==> src/rtl/pps_pkg.sv <==
// Shared types, field widths and helper functions of the preemptive priority scheduler.
`default_nettype none
package pps_pkg;

	localparam int MAX_PROCS_DEF = 32;

	localparam int ARR_W  = 16;
	localparam int BUR_W  = 16;
	localparam int PRI_W  = 8;
	localparam int PIDX_W = 5;
	localparam int TIME_W = 22;
	localparam int SUM_W  = 27;

	typedef struct packed {
		logic [PRI_W-1:0] pri;
		logic [BUR_W-1:0] bur;
		logic [ARR_W-1:0] arr;
	} rec_t;

	// status of the selection unit after a scan
	typedef struct packed {
		logic             have;
		logic             have_next;
		logic [ARR_W-1:0] next_arr;
		logic [BUR_W-1:0] rem;
		logic [BUR_W-1:0] bur;
	} pick_t;

	function automatic int idx_w(input int n);
		return (n > 1) ? $clog2(n) : 1;
	endfunction

	// width of the latest possible tick: last arrival plus every burst
	function automatic int tick_w(input int n);
		return $clog2((n + 1) * (1 << ARR_W));
	endfunction

endpackage
`default_nettype wire

==> src/rtl/pps_ram.sv <==
// Generic single-write, single-read RAM with registered read data.
`default_nettype none
module pps_ram #(
	parameter int WIDTH = 16,
	parameter int DEPTH = 32,
	localparam int AW = pps_pkg::idx_w(DEPTH)
) (
	input  wire logic             clk,
	input  wire logic             we,
	input  wire logic [AW-1:0]    waddr,
	input  wire logic [WIDTH-1:0] wdata,
	input  wire logic [AW-1:0]    raddr,
	output logic      [WIDTH-1:0] rdata
);

	logic [WIDTH-1:0] mem_q [DEPTH];

	always_ff @(posedge clk) begin
		if (we) begin
			mem_q[waddr] <= wdata;
		end
		rdata <= mem_q[raddr];
	end

endmodule
`default_nettype wire

==> src/rtl/pps_pick.sv <==
// Compare unit that walks the process table and keeps the best runnable process and next arrival.
`default_nettype none
module pps_pick #(
	parameter int MAX_PROCS = pps_pkg::MAX_PROCS_DEF,
	localparam int IDX_W  = pps_pkg::idx_w(MAX_PROCS),
	localparam int TICK_W = pps_pkg::tick_w(MAX_PROCS)
) (
	input  wire logic                      clk,
	input  wire logic                      arst_n,
	input  wire logic                      clr,
	input  wire logic                      vld,
	input  wire logic [IDX_W-1:0]          idx,
	input  wire pps_pkg::rec_t             rec,
	input  wire logic [pps_pkg::BUR_W-1:0] rem,
	input  wire logic                      done,
	input  wire logic [TICK_W-1:0]         tick,
	output logic      [IDX_W-1:0]          best_idx,
	output pps_pkg::pick_t                 stat
);

	logic                      have_q;
	logic                      have_next_q;
	logic [IDX_W-1:0]          bidx_q;
	logic [pps_pkg::PRI_W-1:0] bpri_q;
	logic [pps_pkg::ARR_W-1:0] barr_q;
	logic [pps_pkg::BUR_W-1:0] brem_q;
	logic [pps_pkg::BUR_W-1:0] bbur_q;
	logic [pps_pkg::ARR_W-1:0] next_q;

	logic arrived;
	logic better;
	logic take_best;
	logic take_next;

	assign arrived = TICK_W'(rec.arr) <= tick;
	assign better  = !have_q || (rec.pri < bpri_q) ||
	                 ((rec.pri == bpri_q) && (rec.arr < barr_q));
	assign take_best = vld && !done && arrived && better;
	assign take_next = vld && !done && !arrived && (!have_next_q || (rec.arr < next_q));

	always_ff @(posedge clk or negedge arst_n) begin
		if (!arst_n) begin
			have_q      <= 1'b0;
			have_next_q <= 1'b0;
		end else if (clr) begin
			have_q      <= 1'b0;
			have_next_q <= 1'b0;
		end else begin
			if (take_best) begin
				have_q <= 1'b1;
			end
			if (take_next) begin
				have_next_q <= 1'b1;
			end
		end
	end

	always_ff @(posedge clk) begin
		if (!clr && take_best) begin
			bidx_q <= idx;
			bpri_q <= rec.pri;
			barr_q <= rec.arr;
			brem_q <= rem;
			bbur_q <= rec.bur;
		end
		if (!clr && take_next) begin
			next_q <= rec.arr;
		end
	end

	assign best_idx       = bidx_q;
	assign stat.have      = have_q;
	assign stat.have_next = have_next_q;
	assign stat.next_arr  = next_q;
	assign stat.rem       = brem_q;
	assign stat.bur       = bbur_q;

endmodule
`default_nettype wire

==> src/rtl/preemptive_priority_scheduler.sv <==
// Top level: record loading, scheduling sequencer and result output of the priority scheduler.
//
// Process records load one per cycle while rec_ready is high; the record with last_record set
// starts the run, and rec_ready stays low until the last result has been taken. Records beyond
// MAX_PROCS are dropped. Each scheduling decision scans the N loaded records through one
// compare unit (SCAN, SDRAIN); if one is runnable, DECIDE, RUNMIN and APPLY set the run length
// and update the table. A run has at most about 3N decisions (arrivals, completions and
// idle gaps), since time jumps from one event to the next rather than per tick. Results then
// leave in index order via ORD, OS1, OS2, OS3 and OHOLD, which waits for res_ready; the
// last is flagged by last_result. Once it is taken the block is empty and takes the next batch.
`default_nettype none
module preemptive_priority_scheduler #(
	parameter int MAX_PROCS = pps_pkg::MAX_PROCS_DEF
) (
	input  wire logic                       clk,
	input  wire logic                       arst_n,
	input  wire logic                       rec_valid,
	output logic                            rec_ready,
	input  wire logic [pps_pkg::ARR_W-1:0]  arrival_time,
	input  wire logic [pps_pkg::BUR_W-1:0]  burst_length,
	input  wire logic [pps_pkg::PRI_W-1:0]  priority_level,
	input  wire logic                       last_record,
	output logic                            res_valid,
	input  wire logic                       res_ready,
	output logic      [pps_pkg::PIDX_W-1:0] proc_index,
	output logic      [pps_pkg::TIME_W-1:0] completion_time,
	output logic      [pps_pkg::TIME_W-1:0] turnaround_time,
	output logic      [pps_pkg::TIME_W-1:0] waiting_time,
	output logic      [pps_pkg::TIME_W-1:0] response_time,
	output logic      [pps_pkg::SUM_W-1:0]  sum_waiting,
	output logic      [pps_pkg::SUM_W-1:0]  sum_turnaround,
	output logic      [pps_pkg::SUM_W-1:0]  sum_response,
	output logic                            last_result
);

	localparam int IDX_W  = pps_pkg::idx_w(MAX_PROCS);
	localparam int CNT_W  = $clog2(MAX_PROCS + 1);
	localparam int TICK_W = pps_pkg::tick_w(MAX_PROCS);
	localparam int BUR_W  = pps_pkg::BUR_W;
	localparam int SUM_W  = pps_pkg::SUM_W;

	typedef enum logic [10:0] {
		ST_IDLE   = 11'b000_0000_0001,
		ST_SCAN   = 11'b000_0000_0010,
		ST_SDRAIN = 11'b000_0000_0100,
		ST_DECIDE = 11'b000_0000_1000,
		ST_RUNMIN = 11'b000_0001_0000,
		ST_APPLY  = 11'b000_0010_0000,
		ST_ORD    = 11'b000_0100_0000,
		ST_OS1    = 11'b000_1000_0000,
		ST_OS2    = 11'b001_0000_0000,
		ST_OS3    = 11'b010_0000_0000,
		ST_OHOLD  = 11'b100_0000_0000
	} state_t;

	state_t                 state_q;
	logic [CNT_W-1:0]       rec_cnt_q;
	logic [CNT_W-1:0]       fin_cnt_q;
	logic [TICK_W-1:0]      tick_q;
	logic [MAX_PROCS-1:0]   fin_q;
	logic [IDX_W-1:0]       scan_q;
	logic [IDX_W-1:0]       oidx_q;
	logic                   rd_vld_s1;
	logic [IDX_W-1:0]       rd_idx_s1;
	logic [SUM_W-1:0]       sum_w_q;
	logic [SUM_W-1:0]       sum_t_q;
	logic [SUM_W-1:0]       sum_r_q;

	logic [TICK_W-1:0]      diff_q;
	logic [BUR_W-1:0]       run_q;
	logic                   first_q;
	logic [TICK_W-1:0]      ct_q;
	logic [TICK_W-1:0]      tt_q;
	logic [TICK_W-1:0]      rt_q;
	logic [TICK_W-1:0]      wt_q;
	logic [BUR_W-1:0]       obur_q;
	logic                   olast_q;

	logic                   rec_xfer;
	logic                   res_xfer;
	logic                   room;
	logic [BUR_W-1:0]       bur_eff;
	logic                   scan_last;
	logic                   out_last;
	logic [BUR_W-1:0]       rem_new;
	logic                   done_now;
	logic [TICK_W-1:0]      tick_new;

	pps_pkg::rec_t          rec_wdata;
	pps_pkg::rec_t          rec_rdata;
	logic [IDX_W-1:0]       rec_raddr;
	logic [BUR_W-1:0]       rem_rdata;
	logic                   rem_we;
	logic [IDX_W-1:0]       rem_waddr;
	logic [BUR_W-1:0]       rem_wdata;
	logic [TICK_W-1:0]      start_rdata;
	logic [TICK_W-1:0]      comp_rdata;
	logic [IDX_W-1:0]       pick_idx;
	pps_pkg::pick_t         pk;

	assign rec_ready = (state_q == ST_IDLE);
	assign rec_xfer  = rec_valid && rec_ready;
	assign res_valid = (state_q == ST_OHOLD);
	assign res_xfer  = res_valid && res_ready;
	assign room      = (rec_cnt_q != CNT_W'(MAX_PROCS));
	assign bur_eff   = (burst_length == '0) ? BUR_W'(1) : burst_length;

	assign rec_wdata.pri = priority_level;
	assign rec_wdata.bur = bur_eff;
	assign rec_wdata.arr = arrival_time;

	assign scan_last = (CNT_W'(scan_q) + CNT_W'(1)) == rec_cnt_q;
	assign out_last  = (CNT_W'(oidx_q) + CNT_W'(1)) == rec_cnt_q;
	assign rem_new   = pk.rem - run_q;
	assign done_now  = (run_q == pk.rem);
	assign tick_new  = tick_q + TICK_W'(run_q);

	assign rec_raddr = (state_q == ST_SCAN) ? scan_q : oidx_q;
	assign rem_we    = (rec_xfer && room) || (state_q == ST_APPLY);
	assign rem_waddr = (state_q == ST_APPLY) ? pick_idx : rec_cnt_q[IDX_W-1:0];
	assign rem_wdata = (state_q == ST_APPLY) ? rem_new : bur_eff;

	pps_ram #(.WIDTH($bits(pps_pkg::rec_t)), .DEPTH(MAX_PROCS)) u_rec_ram (
		.clk   (clk),
		.we    (rec_xfer && room),
		.waddr (rec_cnt_q[IDX_W-1:0]),
		.wdata (rec_wdata),
		.raddr (rec_raddr),
		.rdata (rec_rdata)
	);

	pps_ram #(.WIDTH(BUR_W), .DEPTH(MAX_PROCS)) u_rem_ram (
		.clk   (clk),
		.we    (rem_we),
		.waddr (rem_waddr),
		.wdata (rem_wdata),
		.raddr (scan_q),
		.rdata (rem_rdata)
	);

	pps_ram #(.WIDTH(TICK_W), .DEPTH(MAX_PROCS)) u_start_ram (
		.clk   (clk),
		.we    ((state_q == ST_APPLY) && first_q),
		.waddr (pick_idx),
		.wdata (tick_q),
		.raddr (oidx_q),
		.rdata (start_rdata)
	);

	pps_ram #(.WIDTH(TICK_W), .DEPTH(MAX_PROCS)) u_comp_ram (
		.clk   (clk),
		.we    ((state_q == ST_APPLY) && done_now),
		.waddr (pick_idx),
		.wdata (tick_new),
		.raddr (oidx_q),
		.rdata (comp_rdata)
	);

	pps_pick #(.MAX_PROCS(MAX_PROCS)) u_pick (
		.clk      (clk),
		.arst_n   (arst_n),
		.clr      ((state_q == ST_SCAN) && (scan_q == '0)),
		.vld      (rd_vld_s1),
		.idx      (rd_idx_s1),
		.rec      (rec_rdata),
		.rem      (rem_rdata),
		.done     (fin_q[rd_idx_s1]),
		.tick     (tick_q),
		.best_idx (pick_idx),
		.stat     (pk)
	);

	always_ff @(posedge clk or negedge arst_n) begin
		if (!arst_n) begin
			state_q   <= ST_IDLE;
			rec_cnt_q <= '0;
			fin_cnt_q <= '0;
			tick_q    <= '0;
			fin_q     <= '0;
			scan_q    <= '0;
			oidx_q    <= '0;
			rd_vld_s1 <= 1'b0;
			sum_w_q   <= '0;
			sum_t_q   <= '0;
			sum_r_q   <= '0;
		end else begin
			rd_vld_s1 <= (state_q == ST_SCAN);
			unique case (state_q)
				ST_IDLE: begin
					if (rec_xfer) begin
						if (room) begin
							rec_cnt_q <= rec_cnt_q + CNT_W'(1);
						end
						if (last_record) begin
							scan_q  <= '0;
							state_q <= ST_SCAN;
						end
					end
				end
				ST_SCAN: begin
					if (scan_last) begin
						state_q <= ST_SDRAIN;
					end else begin
						scan_q <= scan_q + IDX_W'(1);
					end
				end
				ST_SDRAIN: begin
					state_q <= ST_DECIDE;
				end
				ST_DECIDE: begin
					if (!pk.have) begin
						// idle until the next arrival
						tick_q  <= TICK_W'(pk.next_arr);
						scan_q  <= '0;
						state_q <= ST_SCAN;
					end else begin
						state_q <= ST_RUNMIN;
					end
				end
				ST_RUNMIN: begin
					state_q <= ST_APPLY;
				end
				ST_APPLY: begin
					tick_q <= tick_new;
					scan_q <= '0;
					if (done_now) begin
						fin_q[pick_idx] <= 1'b1;
						fin_cnt_q       <= fin_cnt_q + CNT_W'(1);
					end
					if (done_now && ((fin_cnt_q + CNT_W'(1)) == rec_cnt_q)) begin
						oidx_q  <= '0;
						sum_w_q <= '0;
						sum_t_q <= '0;
						sum_r_q <= '0;
						state_q <= ST_ORD;
					end else begin
						state_q <= ST_SCAN;
					end
				end
				ST_ORD: begin
					state_q <= ST_OS1;
				end
				ST_OS1: begin
					state_q <= ST_OS2;
				end
				ST_OS2: begin
					sum_t_q <= sum_t_q + SUM_W'(tt_q);
					sum_r_q <= sum_r_q + SUM_W'(rt_q);
					state_q <= ST_OS3;
				end
				ST_OS3: begin
					sum_w_q <= sum_w_q + SUM_W'(wt_q);
					state_q <= ST_OHOLD;
				end
				ST_OHOLD: begin
					if (res_xfer) begin
						if (olast_q) begin
							rec_cnt_q <= '0;
							fin_cnt_q <= '0;
							tick_q    <= '0;
							fin_q     <= '0;
							state_q   <= ST_IDLE;
						end else begin
							oidx_q  <= oidx_q + IDX_W'(1);
							state_q <= ST_ORD;
						end
					end
				end
				default: begin
					state_q <= ST_IDLE;
				end
			endcase
		end
	end

	always_ff @(posedge clk) begin
		rd_idx_s1 <= scan_q;
		if (state_q == ST_DECIDE) begin
			diff_q <= TICK_W'(pk.next_arr) - tick_q;
		end
		if (state_q == ST_RUNMIN) begin
			run_q   <= (pk.have_next && (diff_q < TICK_W'(pk.rem))) ?
			           diff_q[BUR_W-1:0] : pk.rem;
			first_q <= (pk.rem == pk.bur);
		end
		if (state_q == ST_OS1) begin
			ct_q   <= comp_rdata;
			tt_q   <= comp_rdata - TICK_W'(rec_rdata.arr);
			rt_q   <= start_rdata - TICK_W'(rec_rdata.arr);
			obur_q <= rec_rdata.bur;
		end
		if (state_q == ST_OS2) begin
			wt_q <= tt_q - TICK_W'(obur_q);
		end
		if (state_q == ST_OS3) begin
			olast_q <= out_last;
		end
	end

	assign proc_index      = pps_pkg::PIDX_W'(oidx_q);
	assign completion_time = pps_pkg::TIME_W'(ct_q);
	assign turnaround_time = pps_pkg::TIME_W'(tt_q);
	assign waiting_time    = pps_pkg::TIME_W'(wt_q);
	assign response_time   = pps_pkg::TIME_W'(rt_q);
	assign sum_waiting     = sum_w_q;
	assign sum_turnaround  = sum_t_q;
	assign sum_response    = sum_r_q;
	assign last_result     = olast_q;

	a_fin_le_rec: assert property (@(posedge clk) disable iff (!arst_n)
		fin_cnt_q <= rec_cnt_q)
		else $error("finished count exceeds record count");

	a_run_len: assert property (@(posedge clk) disable iff (!arst_n)
		(state_q == ST_APPLY) |-> (run_q != '0) && (run_q <= pk.rem))
		else $error("run length out of range");

	a_idle_has_next: assert property (@(posedge clk) disable iff (!arst_n)
		(state_q == ST_DECIDE) && !pk.have |-> pk.have_next)
		else $error("no runnable process and no future arrival");

	a_res_index: assert property (@(posedge clk) disable iff (!arst_n)
		res_valid |-> (CNT_W'(oidx_q) < rec_cnt_q) && (fin_cnt_q == rec_cnt_q))
		else $error("result emitted outside a finished batch");

	a_tick_mono: assert property (@(posedge clk) disable iff (!arst_n)
		(state_q == ST_APPLY) |=> (tick_q > $past(tick_q)))
		else $error("time did not advance on a run");

endmodule
`default_nettype wire
==> config.mk <==
export PLATFORM = sky130hd
export DESIGN_NAME = preemptive_priority_scheduler
export DESIGN_NICKNAME = d
export VERILOG_FILES = /design/src/rtl/pps_pkg.sv /design/src/rtl/pps_ram.sv /design/src/rtl/pps_pick.sv /design/src/rtl/preemptive_priority_scheduler.sv
export SDC_FILE = /design/constraint.sdc
export NUM_CORES = 2
export LEC_CHECK = 0
export BUFFER_PORTS_ARGS = -buffer_cell sky130_fd_sc_hd__buf_2
export CORE_MARGIN = 2
export CORE_UTILIZATION = 40
export DETAILED_ROUTE_END_ITERATION = 16
export PLACE_DENSITY = 0.57
export SLEW_MARGIN = 25
export SYNTH_ARGS = -nofsm -noshare
export SYNTH_HDL_FRONTEND = slang
export SYNTH_SLANG_ARGS = --single-unit
==> constraint.sdc <==
create_clock -name clk -period 11.8 [get_ports clk]
set_input_delay 0 -clock clk [delete_from_list [all_inputs] [get_ports clk]]
set_output_delay 0 -clock clk [all_outputs]
set_load 0.05 [all_outputs]
==> metrics.csv <==
stage;metric;value;unit
clock_tree;CTS buffer count;380;
global_routing;first-pass GRT wire length;617000;um
layout;layout cells sized above 1;20.3;%
timing;Fmax;196;MHz
logic_synthesis;post-synthesis net count;9248;
logic_synthesis;cell count after synthesis;8956;
run;max_cap viols;0;
floorplan;Initial Util;40.2;%
run_status;status;finished clean;
layout;area added between synthesis and finish;14.5;%
worst_setup_path;Reg2Reg Launch Point;state_q[5];
clock_tree;post_cts resized;0;
worst_setup_path;maximum net fanout on the critical path;75;
logic_synthesis;library cells used by synthesis;94;
layout;fin nets;9700;
worst_setup_path;CP endpoint kind;flop;
timing;total negative slack;0;ns
routing;Final ANT Viol Nets;0;
timing;RSZ-0062 raised after global routing;false;
clock_tree;TritonCTS clock tree;done;
global_routing;vias in the first global route;83900;
worst_setup_path;FF-to-FF End;u_rec_ram.rdata[38];
worst_setup_path;crit start category;flop;
routing;detail-routed via count per cell;5.79;
worst_setup_path;WP buf/inv;3;
worst_setup_path;critical path data arrival time;5.91;ns
routing;DRC errors left;0;
global_routing;GR Overflow Total;0;
timing;Hold Vio Cnt, Final;0;
worst_setup_path;Reg2Reg Depth;11;
worst_setup_path;Slowest-stage cell, CP;buf_4;
logic_synthesis;Yosys warnings;0;
routing;drt total wl;435000;um
pwr;Max IR drop VDD;112;uV
routing;Detailed Routing Iterations Pass 1;8;
timing;final setup fails;0;
routing;drt initial violations;10400;
logic_synthesis;top_reg_cell synth;edfxtp_1;
global_routing;largest net degree at the start of global routing;202;
clock_tree;Skew-Pair Late Insertion Delay;0.97;ns
worst_setup_path;CP peak stage delay;0.89;ns
worst_setup_path;Worst R2R Setup Slack;6.70;ns
global_routing;GRT Overall Usage;22.6;%
routing;vias post-DR;85200;
worst_setup_path;CP required;12.62;ns
hold_path;Hold Crit Class;in -> reg;
logic_synthesis;sequential area share after synthesis;72.9;%
placed_design;Port Buf Inserts;221;
worst_setup_path;Worst path top cell family by delay;buffers and inverters;
worst_setup_path;CP Cell Sequence;nor4_4, nand4_4, mux2i_4, buf_4, buf_4, buf_4, mux2i_1, a32oi_1, and3_1, a31oi_1, o211ai_1;
floorplan;row cnt;224;
floorplan;Core Box Area;372000;um^2
timing;worst-margin pin slew;1.13;ns
timing;Clock Skews;0.0717;ns
layout;commonest cells after routing, fill and taps aside;3,421 x edfxtp_1, 1,210 x nand2_1, 610 x mux4_2;
placed_design;Area after DPL;158000;um^2
timing;Tmin final;5.10;ns
worst_setup_path;critical path depth;11;
logic_synthesis;Cell Area, Synth;150000;um^2
pwr;PwrDens;183;nW/um^2
timing;max-slew violation count;0;
clock_tree;Sink Count;3697;
worst_setup_path;crit path launch;state_q[5];
worst_setup_path;Crit Path Category;reg -> reg;
placed_design;placed wire-length estimate;244000;um
logic_synthesis;Post-synth EDFFs;3421;
placed_design;GP Congestion;0.871;
floorplan;die area;379000;um^2
pwr;LEAKAGE;57.1;nW
logic_synthesis;FFs w/ async S/R, synth;4.63;%
layout;design area;171000;um^2
logic_synthesis;Post-Synthesis Mean Instance Area;16.7;um^2
routing;drt wl/cell;29.6;um
floorplan;Die X;616;um
global_routing;initial antenna violation count;29;
worst_setup_path;crit path to;u_rec_ram.rdata[38];
timing;period utilization;43.2;%
logic_synthesis;Synth Register Bits;3697;
clock_tree;H-tree Lvls;5;
floorplan;I/O pins;222;
layout;most common cell after layout, fill and taps aside;edfxtp_1;
worst_setup_path;Crit path top cell by count;buf_4;
timing;Slew headroom;24.8;%
clock_tree;root buffer cell;clkbuf_16;
clock_tree;Clock Pin Slew Worst Setup and Hold Paths;0.06;ns
floorplan;Die Y;616;um
clock_tree;CTS Buffer Depth;4;
-- worst reg2reg max path, delay by kind of cell (launching register included) --
kind            cells  cell delay, ns
buf+inv             3            2.45
compound gates      3            0.35
flops               1            0.49
simple gates        3            1.14
mux                 2            0.57
-- Yosys cell counts, types with 65 or more instances --
cell	n	area share, %
nand2_1	1211	3.0
ha_1	238	2.0
nand4_1	73	0.31
nor2_1	321	0.81
inv_1	190	0.48
clkbuf_1	273	0.68
dfxtp_1	105	1.4
xnor2_1	110	0.64
mux2_2	82	0.62
buf_1	78	0.20
a21o_1	73	0.37
dfrtp_1	170	2.8
mux2i_1	136	0.91
a31oi_1	176	0.74
nand3_1	346	1.2
mux4_2	610	9.2
edfxtp_1	3421	69
o21ai_0	177	0.59
xor2_1	65	0.38
a21oi_1	245	0.82
buf_2	86	0.29
-- routing by layer --
layer	up-vias	share of wire (%)	GRT usage, %
met5	-	0.017	0
met4	10	3.4	7.60
met3	736	7.2	3.03
met2	3623	48	36.8
met1	44900	41	31.3
li1	36000	-	-
-- how the worst min path moves through the flow --
stage                                start                       to  slack, ns  depth (start not counted)
after floorplan                     arst_n             fin_cnt_q[0]      -0.30                          0
after global placement              arst_n          sum_waiting[19]       0.09                          1
after detailed placement            arst_n          sum_waiting[17]        0.1                          1
after CTS                 arrival_time[11]   u_rec_ram.mem_q[6][11]       0.03                          2
after global routing       burst_length[0]  u_rec_ram.mem_q[23][16]       0.02                          2
final                      burst_length[0]  u_rec_ram.mem_q[27][16]      0.001                          2
-- what timing repair did --
| item | 4_1_cts | 5_1_grt |
|---|---|---|
| buffers inserted | 0 | 0 |
| hold buffers | 45 | 0 |
| endpoints found under the hold margin | 1419 | 0 |
| setup endpoints to repair | 0 | 0 |
-- registers in the layout, summed over array words and instances, names as in the netlist, 32 cells and up --
signal and cells:
u_start_ram.mem_q 704, u_rec_ram.mem_q 1280, u_rem_ram.mem_q 512, u_rec_ram.rdata 40
fin_q 32, u_comp_ram.mem_q 704
-- area by class of cell --
class	instances	area (um^2)
Inverter	192	721
Clock inverter	183	1940
Multi-Input combinational cell	4619	39100
Sequential cell	3697	109000
Antenna cell	9	22.5
Clock buffer	521	10600
Timing Repair Buffer	518	3690
Tap cell	4972	6220
Fill cell	31700	201000
-- cells by family after synthesis --
group	Yosys count	synth area share [%]
AOI/OAI and AO/OA	1062	4.65
DFF	3697	72.9
muxes	832	10.8
xor gates and xnor gates	177	1.05
and+or+nand+nor	2301	6.82
buffers and inverters	640	1.71
adders and majority gates	247	2.11
-- power breakdown --
group | switching, mW | internal (mW) | leakage, nW | total, mW
Sequential | 0.468 | 15.4 | 33.4 | 15.9
Clock | 5.07 | 7.01 | 6.13 | 12.1
Combinational | 2.30 | 1.09 | 17.5 | 3.39
Total | 7.84 | 23.5 | 57.1 | 31.4
-- through the flow --
stage	std cells	setup slack [ns]	power (mW)	utilization [%]	hold slack, ns
floorplan	8956	3.84	18.0	-	-0.296
global placement	13900	6.65	19.4	42.4	0.0864
detailed placement	14000	6.41	19.5	42.5	0.0972
CTS	14700	6.34	31.6	46.0	0.0278
global route	14700	6.40	32.4	46.0	0.0219
finish	14700	6.70	31.4	46.0	0.00139
Note: power is estimated with default switching activity, not from simulation.
